<file path="src/design/mrs_pkg.sv">
package mrs_pkg;

  localparam int COUNT_WIDTH = 16;
  localparam int FIFO_DEPTH  = 2;
  localparam int FIFO_PTR_W  = $clog2(FIFO_DEPTH);

  localparam logic [31:0] TIME_STEP_RST  = 32'd42950;
  localparam logic [31:0] GAMMA_Q16      = 32'd1753337236;
  localparam logic [30:0] HALF_PI_Q30    = 31'd1686629713;
  localparam logic [63:0] INV_TWO_PI_Q64 = 64'h28BE60DB9391054A;
  localparam logic [33:0] CORDIC_GAIN    = 34'h026DD3B6A;
  localparam logic [33:0] ONE_Q30        = 34'h040000000;

  localparam logic [1:0] CFG_TIME_STEP = 2'd0;
  localparam logic [1:0] CFG_ACQ_START = 2'd1;

  typedef enum logic [2:0] {
    F_IDLE, F_MUL0, F_MUL1, F_MUL2, F_MUL3, F_PUSH
  } fstate_e;

  typedef enum logic [3:0] {
    B_IDLE, B_SQR, B_CHK, B_ROOT, B_ANGLE, B_CORDIC, B_FIN, B_DSET, B_DIV, B_ROT, B_OUT
  } bstate_e;

  // One classified sample on its way from the front to the back.
  typedef struct packed {
    logic               new_spin;
    logic signed [31:0] imx;
    logic signed [31:0] imy;
    logic signed [31:0] imz;
    logic signed [31:0] wx;
    logic signed [31:0] wy;
    logic signed [31:0] wz;
    logic               emit;
    logic [15:0]        idx;
  } mrs_item_t;

  function automatic logic [31:0] atan_q30(logic [4:0] i);
    logic [31:0] r;
    case (i)
      5'd0:  r = 32'h3243F6A8;
      5'd1:  r = 32'h1DAC6705;
      5'd2:  r = 32'h0FADBAFC;
      5'd3:  r = 32'h07F56EA6;
      5'd4:  r = 32'h03FEAB76;
      5'd5:  r = 32'h01FFD55B;
      5'd6:  r = 32'h00FFFAAA;
      5'd7:  r = 32'h007FFF55;
      5'd8:  r = 32'h003FFFEA;
      5'd9:  r = 32'h001FFFFD;
      5'd10: r = 32'h000FFFFF;
      5'd11: r = 32'h0007FFFF;
      5'd12: r = 32'h0003FFFF;
      5'd13: r = 32'h0001FFFF;
      5'd14: r = 32'h0000FFFF;
      5'd15: r = 32'h00007FFF;
      5'd16: r = 32'h00003FFF;
      5'd17: r = 32'h00001FFF;
      5'd18: r = 32'h00000FFF;
      5'd19: r = 32'h000007FF;
      5'd20: r = 32'h000003FF;
      5'd21: r = 32'h000001FF;
      5'd22: r = 32'h000000FF;
      5'd23: r = 32'h0000007F;
      5'd24: r = 32'h0000003F;
      5'd25: r = 32'h0000001F;
      5'd26: r = 32'h0000000F;
      5'd27: r = 32'h00000008;
      5'd28: r = 32'h00000004;
      5'd29: r = 32'h00000002;
      5'd30: r = 32'h00000001;
      default: r = 32'h00000000;
    endcase
    return r;
  endfunction

  function automatic logic signed [31:0] sat32(logic signed [71:0] v);
    logic signed [31:0] r;
    if (v > 72'sd2147483647) begin
      r = 32'sh7FFFFFFF;
    end else if (v < -72'sd2147483648) begin
      r = 32'sh80000000;
    end else begin
      r = v[31:0];
    end
    return r;
  endfunction

endpackage

</file>
<file path="src/design/mrs_front.sv">
module mrs_front (
  input  logic               clk_i,
  input  logic               rst_ni,
  input  logic               in_valid_i,
  output logic               in_ready_o,
  input  logic               new_spin_i,
  input  logic signed [31:0] init_mx_i,
  input  logic signed [31:0] init_my_i,
  input  logic signed [31:0] init_mz_i,
  input  logic signed [31:0] pos_x_i,
  input  logic signed [31:0] pos_y_i,
  input  logic signed [31:0] off_resonance_i,
  input  logic signed [31:0] rf_x_i,
  input  logic signed [31:0] rf_y_i,
  input  logic signed [31:0] grad_x_i,
  input  logic signed [31:0] grad_y_i,
  input  logic [15:0]        acq_start_i,
  input  logic               full_i,
  output logic               push_o,
  output mrs_pkg::mrs_item_t item_o
);
  import mrs_pkg::*;

  localparam logic [COUNT_WIDTH-1:0] CNT_MAX = {COUNT_WIDTH{1'b1}};

  fstate_e                  state_q, state_d;
  logic [COUNT_WIDTH-1:0]   cnt_q, cnt_d, cnt_base;
  mrs_item_t                item_q;
  logic signed [31:0]       posx_q, posy_q, gx_q, gy_q, off_q, g_q;
  logic signed [40:0]       acc_q;
  logic signed [31:0]       mul_a, mul_b;
  logic signed [63:0]       prod;
  logic signed [41:0]       zsum;
  logic [31:0]              diff;
  logic                     accept;

  assign accept   = in_valid_i && in_ready_o;
  assign prod     = mul_a * mul_b;
  assign cnt_base = new_spin_i ? '0 : cnt_q;
  assign diff     = 32'(cnt_base) - 32'(acq_start_i);
  assign cnt_d    = (cnt_base == CNT_MAX) ? cnt_base : cnt_base + 1'b1;
  assign zsum     = 42'(acc_q) + 42'($signed(prod[63:24])) + 42'(off_q);
  assign item_o   = item_q;

  always_comb begin
    state_d = state_q;
    case (state_q)
      F_IDLE:  if (accept) state_d = F_MUL0;
      F_MUL0:  state_d = F_MUL1;
      F_MUL1:  state_d = F_MUL2;
      F_MUL2:  state_d = F_MUL3;
      F_MUL3:  state_d = F_PUSH;
      F_PUSH:  if (!full_i) state_d = F_IDLE;
      default: state_d = F_IDLE;
    endcase
  end

  always_comb begin
    in_ready_o = 1'b0;
    push_o     = 1'b0;
    mul_a      = posx_q;
    mul_b      = gx_q;
    case (state_q)
      F_IDLE: in_ready_o = 1'b1;
      F_MUL0: begin
        mul_a = posx_q;
        mul_b = gx_q;
      end
      F_MUL1, F_MUL3: begin
        mul_a = g_q;
        mul_b = GAMMA_Q16;
      end
      F_MUL2: begin
        mul_a = posy_q;
        mul_b = gy_q;
      end
      F_PUSH: push_o = !full_i;
      default: ;
    endcase
  end

  always_ff @(posedge clk_i or negedge rst_ni) begin
    if (!rst_ni) begin
      state_q <= F_IDLE;
      cnt_q   <= '0;
    end else begin
      state_q <= state_d;
      if (accept) cnt_q <= cnt_d;
    end
  end

  always_ff @(posedge clk_i) begin
    if (accept) begin
      item_q.new_spin <= new_spin_i;
      item_q.imx      <= init_mx_i;
      item_q.imy      <= init_my_i;
      item_q.imz      <= init_mz_i;
      item_q.wx       <= rf_x_i;
      item_q.wy       <= rf_y_i;
      item_q.emit     <= (32'(cnt_base) >= 32'(acq_start_i));
      item_q.idx      <= diff[15:0];
      posx_q          <= pos_x_i;
      posy_q          <= pos_y_i;
      gx_q            <= grad_x_i;
      gy_q            <= grad_y_i;
      off_q           <= off_resonance_i;
    end
    case (state_q)
      F_MUL0, F_MUL2: g_q <= prod[63:32];
      F_MUL1: acc_q <= 41'($signed(prod[63:24]));
      F_MUL3: item_q.wz <= sat32(72'(zsum));
      default: ;
    endcase
  end

endmodule

</file>
<file path="config.mk">
export PLATFORM = sky130hd
export DESIGN_NAME = mrs_front
export DESIGN_NICKNAME = d
export VERILOG_FILES = /design/src/design/mrs_pkg.sv /design/src/design/mrs_front.sv
export SDC_FILE = /design/constraint.sdc
export NUM_CORES = 2
export LEC_CHECK = 0
export ABC_AREA = 0
export BUFFER_PORTS_ARGS = -buffer_cell sky130_fd_sc_hd__buf_2
export CAP_MARGIN = 20
export CORE_MARGIN = 5
export CORE_UTILIZATION = 35
export DETAILED_ROUTE_END_ITERATION = 12
export GPL_TIMING_DRIVEN = 0
export HOLD_SLACK_MARGIN = 0.15
export PLACE_DENSITY = 0.55
export SLEW_MARGIN = 25
export SYNTH_ARGS = -nofsm -noshare
export SYNTH_HDL_FRONTEND = slang
export SYNTH_SLANG_ARGS = --single-unit
</file>
<file path="constraint.sdc">
create_clock -name clk_i -period 12.4 [get_ports clk_i]
set_input_delay 0.62 -clock clk_i [delete_from_list [all_inputs] [get_ports clk_i]]
set_output_delay 0.62 -clock clk_i [all_outputs]
set_load 0.02 [all_outputs]
</file>
==> flow_summary.json <==
{
  "fin_setup_tns_ps": -4950,
  "reg2reg_slack_ps": -230,
  "report.final.setup_viol": 31,
  "worst-endpoint-required_ps": 12840,
  "drt-pass1-iter-count": 6,
  "die_h_um": 403,
  "crit_top_cell": "sky130_fd_sc_hd__fa_1",
  "worst_path_max_stage_delay_ps": 620,
  "post-route-min-period_ps": 12630,
  "final_hold_viol_count": 0,
  "synth_cell_types": 85,
  "vias": 42511,
  "cts.htree.levels": 2,
  "die_x_um": 403,
  "syn-cell-area_um2": 54000,
  "dp_slack_ps": -5020,
  "worst-path-max-fanout": 7,
  "die_area_um2": 162000,
  "vias_in_the_first_global_route": 45355,
  "max_cap_viol_count": 0,
  "synth_warnings": 0,
  "hold_path_depth": 1,
  "wl_per_cell_um": 30.5,
  "cts-buffers-inserted": 46,
  "start_util_pct": 35.1,
  "final_max_tran_viols": 0,
  "run_status": "finished with violations",
  "floorplan.io_pins": 553,
  "clock-sinks": 461,
  "reg2reg_to": "item_o[43]",
  "worst_setup_path_startpoint": "state_q[2]",
  "num_rows": 144,
  "globalRouteTotalUtil_pct": 30.3,
  "edff_count_synth": 442,
  "final_layout_size_suffix_gt1_share_pct": 24.6,
  "cts_buffer_depth": 3,
  "worst_pin_slew_ps": 856,
  "timing.critical_path.slowest_stage_cell": "sky130_fd_sc_hd__fa_2",
  "final_core_area_utilization_pct": 45.0,
  "post-route-cell-area_um2": 69100,
  "grt_max_degree": 91,
  "area.growth.synth_to_final_pct": 28.1,
  "worst_r2r_startpoint": "state_q[2]",
  "signal_arrival_time_at_the_worst_endpoint_ps": 13060,
  "worst_setup_path_end_kind": "flop",
  "critPathCapture": "item_o[43]",
  "final_worst_path_cycle_share_pct": 102,
  "place_hpwl_mm": 204,
  "synth_sequential_area_ratio_pct": 25.5,
  "postSynthNetCount": 6742,
  "timing.critical_path.buf_inv": 16,
  "drcViolationCount": 0,
  "timing.max_slew.rel_slack_pct": 42.9,
  "first_iter_violations": 3540,
  "cts_tree": "done",
  "mostFrequentLayoutCell": "sky130_fd_sc_hd__fa_1",
  "cp_delay_by_family_top": "adder cells",
  "min-delay-path-class": "primary input to flop",
  "worst-r2r-cell-count": 49,
  "post_synth_inst_count": 5041,
  "place.port_buffers": 552,
  "finalWirelength_mm": 247,
  "finish.net_count": 7701,
  "cts.clk_slew.worst_paths_ps": 60,
  "synth_flop_cell": "sky130_fd_sc_hd__edfxtp_1",
  "critical_path.startpoint_type": "flop",
  "failing_checks": "setup timing",
  "fraction_of_registers_with_async_set_reset_pct": 4.12,
  "fmax_ghz": 0.0792,
  "grt_setup_unrepaired": "yes",
  "fillers": 14660,
  "cp_num_cells": 49,
  "post_dp_cell_area_um2": 60500,
  "grt_first_pass_wirelength_mm": 344,
  "ys_seq_elements": 461,
  "worstSetupPathType": "flop to flop",
  "globalRouteOverflowTotal": 0,
  "clkLatencyLatePin_ps": 630,
  "post_route_setup_slack_ps": -227,
  "avgViaCountPerCell": 5.25,
  "antenna_violating_nets_post_route": 0,
  "globalplace.congestion": 0.992,
  "clock_tree.root_cell": "sky130_fd_sc_hd__clkbuf_16",
  "skew_ps": 60.7,
  "core-area_um2": 154000,
  "highest_count_cells_in_the_layout_ignoring_fill_and_taps": "1,068 x sky130_fd_sc_hd__fa_1, 1,001 x sky130_fd_sc_hd__inv_1, 629 x sky130_fd_sc_hd__nand2_1",
  "grt_antenna_before_repair": 43,
  "synthesis.area_per_instance_um2": 10.7
}
## cell usage after synthesis, drive strengths merged (7+ instances only)
master  count  area (um2)
fa       1123       22500
inv      1013        3800
nand2     639        2400
nor2      546        2050
edfxtp    442       13300
ha        237        2970
clkbuf    201         754
o21ai     112         606
a21oi     103         523
xnor2      65         569
a21o       51         383
xor2       51         465
and2       41         259
nor2b      36         225
a221oi     34         298
o21a       34         255
a221o      31         310
nand3      27         135
nand4      22         138
buf        21         131
nor3       20         100
dfrtp      19         475
and3       17         110
o21bai     17         128
nand2b     15        93.8
or3        13        81.3
a211oi     11        92.6
a31oi       7        43.8
o211ai      7        52.6
## layout make-up
type	instances	area [um2]	area share (%)
antenna	21	52.6	0.0760
buffer	202	2570	3.72
clock buffer	49	1210	1.76
clock inverter	31	298	0.431
inverter	1013	3810	5.52
multi-input combinational	3347	38200	55.3
sequential	461	13700	19.9
tap	2044	2560	3.70
timing repair buffer	929	6620	9.58
## worst register-to-register path, delay by kind of cell, from the launching register on
| family | cells | cell delay [ps] |
|---|---|---|
| adders and majority gates | 11 | 5280 |
| AOI/OAI and AO/OA | 13 | 3020 |
| buffers and inverters | 16 | 2180 |
| and+or+nand+nor | 7 | 1180 |
| xor gates and xnor gates | 2 | 430 |
| DFF | 1 | 390 |
## how the worst min path moves through the flow
stage	startpoint	end	slack [ps]
final	init_mx_i[25]	item_o[202]	190
after global routing	rf_y_i[26]	item_o[75]	160
after CTS	rf_y_i[9]	item_o[58]	150
after detailed placement	cnt_q[1]	cnt_q[1]	490
after global placement	cnt_q[1]	cnt_q[1]	480
after floorplan	rst_ni	cnt_q[0]	320
## flip-flops by register name (all words and copies together) (netlist names)
name	flops
state_q	3
item_o	210
gy_q	32
cnt_q	16
acc_q	40
posy_q	32
posx_q	32
g_q	32
off_q	32
gx_q	32
## routing by layer
metal	wire length [um]	GRT usage, %	vias up
met5	95	0	-
met4	16200	15.5	16
met3	20200	6.39	565
met2	117000	49.9	2108
met1	93300	37.6	22323
li1	-	-	17499
## logic make-up (layout without fill, tap and decap cells)
family	after synthesis	count (layout)	share of synthesized area, %
adder cells (fa/ha/maj)	1360	1360	47.2
multiplexers	3	3	0.0580
XOR/XNOR	116	116	1.92
other	0	21	0
buffers and inverters	1235	2224	8.69
AO/OA/AOI/OAI	462	462	5.93
flip-flops	461	461	25.5
AND/OR/NAND/NOR	1404	1406	10.8
## what timing repair did
action,CTS,global route
gates cloned,12,1
setup buffers,159,43
resized for setup,873,129
endpoints found under the setup margin,84,31
hold buffers,120,0
hold endpoints to repair,138,0
pin swaps,166,98
## per-stage QoR
step / hold slack [ps] / instances
2_1_floorplan: 324 / 5041
3_3_place_gp: 482 / 7637
3_5_place_dp: 492 / 7683
4_1_cts: 150 / 8033
5_1_grt: 158 / 8094
6_report: 185 / 8097
Power is left out: the tool's default activity adds up to more than one toggle a clock period on the data nets, which glitch-free logic cannot reach.
