==> src/design/mrs_pkg.sv <==
package mrs_pkg;

  localparam int COUNT_WIDTH = 16;
  localparam int FIFO_DEPTH  = 2;
  localparam int FIFO_PTR_W  = $clog2(FIFO_DEPTH);

  localparam logic [31:0] TIME_STEP_RST  = 32'd42950;
  localparam logic [31:0] GAMMA_Q16      = 32'd1753337236;
  localparam logic [30:0] HALF_PI_Q30    = 31'd1686629713;
  localparam logic [63:0] INV_TWO_PI_Q64 = 64'h28BE60DB9391054A;
  localparam logic [33:0] CORDIC_GAIN    = 34'h026DD3B6A;
  localparam logic [33:0] ONE_Q30        = 34'h040000000;

  localparam logic [1:0] CFG_TIME_STEP = 2'd0;
  localparam logic [1:0] CFG_ACQ_START = 2'd1;

  typedef enum logic [2:0] {
    F_IDLE, F_MUL0, F_MUL1, F_MUL2, F_MUL3, F_PUSH
  } fstate_e;

  typedef enum logic [3:0] {
    B_IDLE, B_SQR, B_CHK, B_ROOT, B_ANGLE, B_CORDIC, B_FIN, B_DSET, B_DIV, B_ROT, B_OUT
  } bstate_e;

  // One classified sample on its way from the front to the back.
  typedef struct packed {
    logic               new_spin;
    logic signed [31:0] imx;
    logic signed [31:0] imy;
    logic signed [31:0] imz;
    logic signed [31:0] wx;
    logic signed [31:0] wy;
    logic signed [31:0] wz;
    logic               emit;
    logic [15:0]        idx;
  } mrs_item_t;

  function automatic logic [31:0] atan_q30(logic [4:0] i);
    logic [31:0] r;
    case (i)
      5'd0:  r = 32'h3243F6A8;
      5'd1:  r = 32'h1DAC6705;
      5'd2:  r = 32'h0FADBAFC;
      5'd3:  r = 32'h07F56EA6;
      5'd4:  r = 32'h03FEAB76;
      5'd5:  r = 32'h01FFD55B;
      5'd6:  r = 32'h00FFFAAA;
      5'd7:  r = 32'h007FFF55;
      5'd8:  r = 32'h003FFFEA;
      5'd9:  r = 32'h001FFFFD;
      5'd10: r = 32'h000FFFFF;
      5'd11: r = 32'h0007FFFF;
      5'd12: r = 32'h0003FFFF;
      5'd13: r = 32'h0001FFFF;
      5'd14: r = 32'h0000FFFF;
      5'd15: r = 32'h00007FFF;
      5'd16: r = 32'h00003FFF;
      5'd17: r = 32'h00001FFF;
      5'd18: r = 32'h00000FFF;
      5'd19: r = 32'h000007FF;
      5'd20: r = 32'h000003FF;
      5'd21: r = 32'h000001FF;
      5'd22: r = 32'h000000FF;
      5'd23: r = 32'h0000007F;
      5'd24: r = 32'h0000003F;
      5'd25: r = 32'h0000001F;
      5'd26: r = 32'h0000000F;
      5'd27: r = 32'h00000008;
      5'd28: r = 32'h00000004;
      5'd29: r = 32'h00000002;
      5'd30: r = 32'h00000001;
      default: r = 32'h00000000;
    endcase
    return r;
  endfunction

  function automatic logic signed [31:0] sat32(logic signed [71:0] v);
    logic signed [31:0] r;
    if (v > 72'sd2147483647) begin
      r = 32'sh7FFFFFFF;
    end else if (v < -72'sd2147483648) begin
      r = 32'sh80000000;
    end else begin
      r = v[31:0];
    end
    return r;
  endfunction

endpackage

==> src/design/mrs_fifo.sv <==
module mrs_fifo (
  input  logic               clk_i,
  input  logic               rst_ni,
  input  logic               push_i,
  input  mrs_pkg::mrs_item_t item_i,
  output logic               full_o,
  input  logic               pop_i,
  output logic               empty_o,
  output mrs_pkg::mrs_item_t item_o
);
  import mrs_pkg::*;

  mrs_item_t             mem [FIFO_DEPTH];
  logic [FIFO_PTR_W-1:0] wr_q, rd_q;
  logic [FIFO_PTR_W:0]   cnt_q;

  assign full_o  = (cnt_q == (FIFO_PTR_W+1)'(FIFO_DEPTH));
  assign empty_o = (cnt_q == '0);
  assign item_o  = mem[rd_q];

  always_ff @(posedge clk_i or negedge rst_ni) begin
    if (!rst_ni) begin
      wr_q  <= '0;
      rd_q  <= '0;
      cnt_q <= '0;
    end else begin
      if (push_i) wr_q <= (wr_q == FIFO_PTR_W'(FIFO_DEPTH - 1)) ? '0 : wr_q + 1'b1;
      if (pop_i)  rd_q <= (rd_q == FIFO_PTR_W'(FIFO_DEPTH - 1)) ? '0 : rd_q + 1'b1;
      if (push_i && !pop_i) cnt_q <= cnt_q + 1'b1;
      else if (pop_i && !push_i) cnt_q <= cnt_q - 1'b1;
    end
  end

  always_ff @(posedge clk_i) begin
    if (push_i) mem[wr_q] <= item_i;
  end

endmodule

==> config.mk <==
export PLATFORM = sky130hd
export DESIGN_NAME = mrs_fifo
export DESIGN_NICKNAME = d
export VERILOG_FILES = /design/src/design/mrs_pkg.sv /design/src/design/mrs_fifo.sv
export SDC_FILE = /design/constraint.sdc
export NUM_CORES = 1
export LEC_CHECK = 0
export BUFFER_PORTS_ARGS = -buffer_cell sky130_fd_sc_hd__buf_2
export CAP_MARGIN = 20
export CELL_PAD_IN_SITES_DETAIL_PLACEMENT = 0
export CELL_PAD_IN_SITES_GLOBAL_PLACEMENT = 1
export CORE_MARGIN = 2
export CORE_UTILIZATION = 40
export DETAILED_ROUTE_END_ITERATION = 8
export HOLD_SLACK_MARGIN = 0.15
export PLACE_DENSITY_LB_ADDON = 0.1
export SYNTH_ARGS = -nofsm -noshare
export SYNTH_HDL_FRONTEND = slang
export SYNTH_SLANG_ARGS = --single-unit
==> constraint.sdc <==
create_clock -name clk_i -period 10.8 [get_ports clk_i]
set_input_delay 2.7 -clock clk_i [delete_from_list [all_inputs] [get_ports clk_i]]
set_output_delay 2.7 -clock clk_i [all_outputs]
set_load 0.03 [all_outputs]
==> results of run 1 <==
worst register-to-register path: cells and delay by family (launching register included):
family / cells / cell delay, ns
buf+inv: 2 / 1.45
simple gates: 1 / 0.55
flops: 1 / 0.42
state kept, by name, indices dropped and copies added (netlist names):
signal  flops
cnt_q       2
wr_q        1
rd_q        1
mem       420
worst paths after layout:
kind | from | endpoint | slack [ns] | cells past startpoint
max | rd_q | item_o[49] | 4.64 | 4
min | cnt_q[1] | cnt_q[1] | 0.49 | 1
max reg2reg | wr_q | mem[1][8] | 7.92 | 3
min reg2reg | cnt_q[1] | cnt_q[1] | 0.49 | 1
max in group asynchronous | rst_ni | rd_q | 8.72 | 1
min in group asynchronous | rst_ni | rd_q | 1.94 | 1
layer usage:
metal  vias to the layer above  part of all wire [%]  track usage [%]
li1                       3605                     -                -
met1                      3965                    40             21.5
met2                       333                    47             27.0
met3                        80                   8.8             6.00
met4                        12                   3.2             7.62
met5                         -                  0.21                0
report_power, final:
group	total (mW)	leakage, nW	internal (mW)	switching [mW]
sequential	2.31	3.99	2.19	0.124
clock	1.38	0.646	0.784	0.597
combinational	1.89	2.59	0.628	1.26
total	5.58	7.23	3.60	1.98
cells in the final DEF (no fill, tap or decap), drive strengths merged, types with 2 or more instances in the layout:
| cell | n |
|---|---|
| buf | 433 |
| clkbuf | 54 |
| clkinv | 22 |
| dfrtp | 4 |
| diode | 8 |
| edfxtp | 420 |
| inv | 2 |
| mux2 | 210 |
| nor2 | 2 |
| nor2b | 2 |
| xor2 | 4 |
per-stage QoR:
stage	util [%]	setup WS [ns]	instance area, µm²	power [mW]
CTS	51.0	4.51	19300	5.66
finish	51.1	4.64	19300	5.58
detailed placement	47.6	5.12	18000	4.26
floorplan	-	2.19	15400	3.80
global route	51.1	4.39	19300	5.82
global placement	47.6	5.15	18000	4.26
cells by family (layout without fill, tap and decap cells):
| family | after synthesis | after routing | synth area share (%) |
|---|---|---|---|
| flip-flops | 424 | 424 | 82.5 |
| multiplexers | 210 | 210 | 15.3 |
| buffers and inverters | 24 | 512 | 1.62 |
| XOR/XNOR | 5 | 5 | 0.284 |
| AND/OR/NAND/NOR | 5 | 5 | 0.171 |
| adder cells (fa/ha/maj) | 1 | 1 | 0.0812 |
| other | 0 | 8 | 0 |
cell usage after synthesis:
library cell / count / area share, %
ha_1: 1 / 0.081
nor2b_1: 2 / 0.081
xor2_1: 4 / 0.23
nor2_1: 2 / 0.049
mux2_2: 210 / 15
edfxtp_1: 420 / 82
xnor2_1: 1 / 0.057
buf_6: 21 / 1.5
and2_1: 1 / 0.041
buf_2: 2 / 0.065
inv_1: 1 / 0.024
dfrtp_1: 4 / 0.65
final cells by class:
| cell class | instances | area (µm²) | share of cell area, % |
|---|---|---|---|
| timing repair buffer | 433 | 2200 | 11.4 |
| multi-input combinational | 221 | 2460 | 12.7 |
| tap | 511 | 639 | 3.31 |
| clock buffer | 54 | 1160 | 6.00 |
| inverter | 1 | 3.75 | 0.0194 |
| antenna | 8 | 20.0 | 0.104 |
| sequential | 424 | 12700 | 65.8 |
| clock inverter | 24 | 136 | 0.705 |
==> results.cfg, run 1 <==
[outcome]
status = complete, no violations

[sta]
hold_slack_ns = 0.486
clock.fmax_mhz = 162
tightest_slew_ns = 0.973
slew_headroom_pct = 35.1
period_share_pct = 57.1
setup_viol = 0
fin_setup_tns_ns = 0
worst_clock_skew_ns = 0.0111
maxSlewViolCount = 0
hold_viol = 0
fin_crit_ns = 6.16
rsz0062_at_grt = no

[cts]
tritoncts = built
cts_made_buffers = 45
cts.sinks = 424
clk_pin_slew_ns = 0.06
htree_num_levels = 2
root_buffer = clkbuf_16
cts_resized = 0
clock_latency_ns = 0.55
clk_path_buf_depth = 3
holdBufCountCts = 0
postCtsSetupRepairBufs = 0

[detailed_routing]
routedWlPerCell_um = 20.9
ant_nets = 0
routed_wl_mm = 35.1
num_vias = 7995
remaining_drc_errors = 0
vias_per_cell = 4.77
drtPass1Iterations = 5
drt_iter0_markers = 436

[worst_setup_path]
critical_path.slowest_cell = dfrtp_4
critPathBufInv = 3
end_kind = primary output
worstPathCellList = buf_4 > buf_4 > mux2_2 > buf_2
cp_common_cell = buf_4
slowest_delay_ns = 1.00
critical-path-top-delay-family = buffers and inverters
crit_type = reg2out
cp-start-kind = flop
cp.required_ns = 8.10
critPathArrivalTime_ns = 3.46
path_max_fanout = 64

[final_layout]
num-nets-final = 1341
drive_gt1_share_pct = 60.9
fin_cells = 1676
area_growth_pct = 25.5
fill_cells = 3214

[placement]
placement.io_buffers = 425
gp_congestion = 0.766
hpwl_mm = 23.3
place_inst = 1590

[pwr]
p_per_area_mw_per_mm2 = 289
leakagePower_nw = 7.23
vdd_drop_max_uv = 185

[synthesis]
syn_inst = 669
yosys_register_bits = 424
synth_warnings = 0
synth_seq_area_share_pct = 82.5
ys_types = 12
avgSynthCellArea_um2 = 23.0
synth_area_mm2 = 0.0154
syn_nets = 884

[global_route]
overflow = 0
grt_pass1_wl_mm = 51.3
antenna_found_initial = 13
grt_pass1_vias = 8314
grt_usage_pct = 17.2
grt_max_degree = 142

[die]
rows = 71
pin_count = 426
fp.dieW_um = 200
start_util_pct = 40.7
core_area_mm2 = 0.0378
design.die.area_mm2 = 0.0401
die_y_um = 200

[run]
max-cap-violations = 0

[worst_hold_path]
hp-class = reg2reg
(Power assumes the default switching activity.)
==> run 2, diff against run 1 <==
--- a/config.mk
+++ b/config.mk
@@ -5,12 +5,13 @@
 export SDC_FILE = /design/constraint.sdc
 export NUM_CORES = 1
 export LEC_CHECK = 0
+export ABC_AREA = 1
 export BUFFER_PORTS_ARGS = -buffer_cell sky130_fd_sc_hd__buf_2
 export CAP_MARGIN = 20
 export CELL_PAD_IN_SITES_DETAIL_PLACEMENT = 0
 export CELL_PAD_IN_SITES_GLOBAL_PLACEMENT = 1
 export CORE_MARGIN = 2
-export CORE_UTILIZATION = 40
+export CORE_UTILIZATION = 44
 export DETAILED_ROUTE_END_ITERATION = 8
 export HOLD_SLACK_MARGIN = 0.15
 export PLACE_DENSITY_LB_ADDON = 0.1
==> constraint.sdc (replaced) <==
create_clock -name clk_i -period 6.4 [get_ports clk_i]
set_input_delay 1.6 -clock clk_i [delete_from_list [all_inputs] [get_ports clk_i]]
set_output_delay 1.6 -clock clk_i [all_outputs]
set_load 0.03 [all_outputs]
==> run 2 against run 1 <==
- global-route usage is 0.43 points higher
- via count decreased by 1.4%
- clock skew decreased by 0.0058 ns
- clock power up 67%
- sequential power rose by 68%
- utilization increased by 4.9 points
- cell area hardly changed
- register-to-register slack lost 3.8 ns
- largest cell class unchanged
==> results.cfg, run 2 <==
[worst_setup_path]
crit_type = reg2out
r2r_end = mem[0][149]
reg2reg_depth = 2
path_max_fanout = 66
cp.required_ns = 4.80
worstPathCellList = buf_4 > mux2_2 > buf_2
slowest_delay_ns = 1.06
regToRegSetupSlack_ns = 4.15
end_kind = primary output
cp-start-kind = flop
critPathArrivalTime_ns = 2.74
r2r-start = wr_q
critical_path.slowest_cell = dfrtp_4
critPathBufInv = 2
critical-path-top-delay-family = flip-flops

[cts]
clock_latency_ns = 0.53
root_buffer = clkbuf_16
tritoncts = built
holdBufCountCts = 0
clk_path_buf_depth = 3
cts_made_buffers = 45
clk_pin_slew_ns = 0.06
cts.sinks = 424
cts_resized = 0
htree_num_levels = 2
postCtsSetupRepairBufs = 0

[sta]
slew_headroom_pct = 30.2
hold_viol = 0
clock.fmax_mhz = 230
maxSlewViolCount = 0
rsz0062_at_grt = no
fin_crit_ns = 4.34
fin_setup_tns_ns = 0
period_share_pct = 67.9
worst_clock_skew_ns = 0.00536
tightest_slew_ns = 1.05
setup_viol = 0
hold_slack_ns = 0.515

[worst_hold_path]
hp-class = reg2reg
min_from = cnt_q[1]
holdPathStages = 2
hold_end = cnt_q[1]

[outcome]
status = complete, no violations

[synthesis]
yosys_register_bits = 424
synthTopCellsByCount = edfxtp_1, mux2_2, buf_6
yosys-top-cells-area = edfxtp_1, mux2_2, buf_6
synth_seq_area_share_pct = 82.4
yosys.cell_count.top_type = edfxtp_1
yosysTopAreaCell = edfxtp_1
synth_area_mm2 = 0.0154
synth_edf_count = 420
ys_types = 13
avgSynthCellArea_um2 = 22.8
synth_warnings = 0
syn_nets = 893
synthArstFlopShare_pct = 0.943
syn_inst = 678
synth_top_area_share_pct = 81.7
synth_flop_cell = edfxtp_1

[die]
fp.dieW_um = 191
rows = 68
die_y_um = 191
start_util_pct = 44.7
design.die.area_mm2 = 0.0366
pin_count = 426
core_area_mm2 = 0.0345

[detailed_routing]
ant_nets = 0
routed_wl_mm = 33.6
num_vias = 7885
drt_iter0_markers = 374
routedWlPerCell_um = 20.6
remaining_drc_errors = 0
drtPass1Iterations = 6
vias_per_cell = 4.84

[placement]
place_inst = 1543
placement.io_buffers = 425
gp_congestion = 0.771
hpwl_mm = 22.7

[run]
max-cap-violations = 0

[pwr]
vdd_drop_max_uv = 334
p_per_area_mw_per_mm2 = 486
leakagePower_nw = 7.26

[global_route]
overflow = 0
grt_pass1_wl_mm = 47.6
grt_usage_pct = 17.6
antenna_found_initial = 11
grt_pass1_vias = 8127
grt_max_degree = 145

[final_layout]
reg_top3 = mem x420, cnt_q x2
top_register = mem
drive_gt1_share_pct = 59.7
final_common_cell = buf_2
largest_register_ffs = 420
fin_cells = 1630
mostFrequentLayoutCells = buf_2, edfxtp_1, mux2_2, clkbuf_16, clkbuf_1
num-nets-final = 1351
area_growth_pct = 25.3
run 2: changes by cell type in the layout (fill, tap and decap cells not counted), moves of 2 or more:
cell | previous run | this run
buf_12 | 1 | 3
buf_4 | 7 | 5
clkbuf_1 | 9 | 18
clkinv_1 | 10 | 12
clkinv_2 | 12 | 4
diode_2 | 8 | 5
inv_1 | 1 | 6
nand2_1 | 0 | 5
xor2_1 | 4 | 2
run 2: cells by family (layout without fill, tap and decap cells):
family,Yosys count,after routing,synth area share [%]
flip-flops,424,424,82.4
multiplexers,210,210,15.3
buffers and inverters,30,522,1.77
AND/OR/NAND/NOR,10,10,0.268
XOR/XNOR,3,3,0.170
adder cells (fa/ha/maj),1,1,0.0811
other,0,5,0
run 2: power breakdown:
part	switching (mW)	internal, mW	total, mW
Combinational	2.13	1.08	3.21
Clock	0.974	1.33	2.31
Sequential	0.200	3.68	3.88
run 2: worst max path at each step:
| stage | start | endpoint | cells after the start |
|---|---|---|---|
| floorplan | push_i | mem[1][0] | 2 |
| global placement | rd_q | item_o[80] | 3 |
| detailed placement | rd_q | item_o[80] | 3 |
| CTS | rd_q | item_o[80] | 3 |
| global route | rd_q | item_o[185] | 3 |
| finish | rd_q | item_o[126] | 3 |
run 2: layer usage:
layer  track usage [%]  vias up  share of wire [%]  wire length [µm]
li1                  -     3643                  -                 -
met1              19.6     3852                 37             12500
met2              29.8      313                 49             16600
met3              7.71       65                 10              3500
met4              6.51       12                2.6               870
met5                 0        -               0.23                77
run 2: layout make-up:
type / count / area [µm²]
timing repair buffer: 434 / 2250
multi-input combinational: 224 / 2450
inverter: 7 / 33.8
tap: 455 / 569
clock inverter: 18 / 104
sequential: 424 / 12700
antenna: 5 / 12.5
clock buffer: 63 / 1190
fill: 2780 / 15200
run 2: worst reg2reg max path, delay by kind of cell (launching register included):
| kind | cells | cell delay [ns] |
|---|---|---|
| buffers and inverters | 1 | 0.63 |
| DFF | 1 | 0.42 |
| and+or+nand+nor | 1 | 0.82 |
run 2: stage by stage:
| step | cell area, µm² | worst slack (ns) | power (mW) | utilization, % |
|---|---|---|---|---|
| floorplan | 15400 | 0.128 | 6.39 | - |
| CTS | 19300 | 1.95 | 9.54 | 55.9 |
| finish | 19300 | 2.06 | 9.40 | 56.0 |
| global route | 19300 | 1.89 | 9.81 | 56.0 |
| detailed placement | 18000 | 2.53 | 7.20 | 52.1 |
| global placement | 18000 | 2.53 | 7.19 | 52.1 |
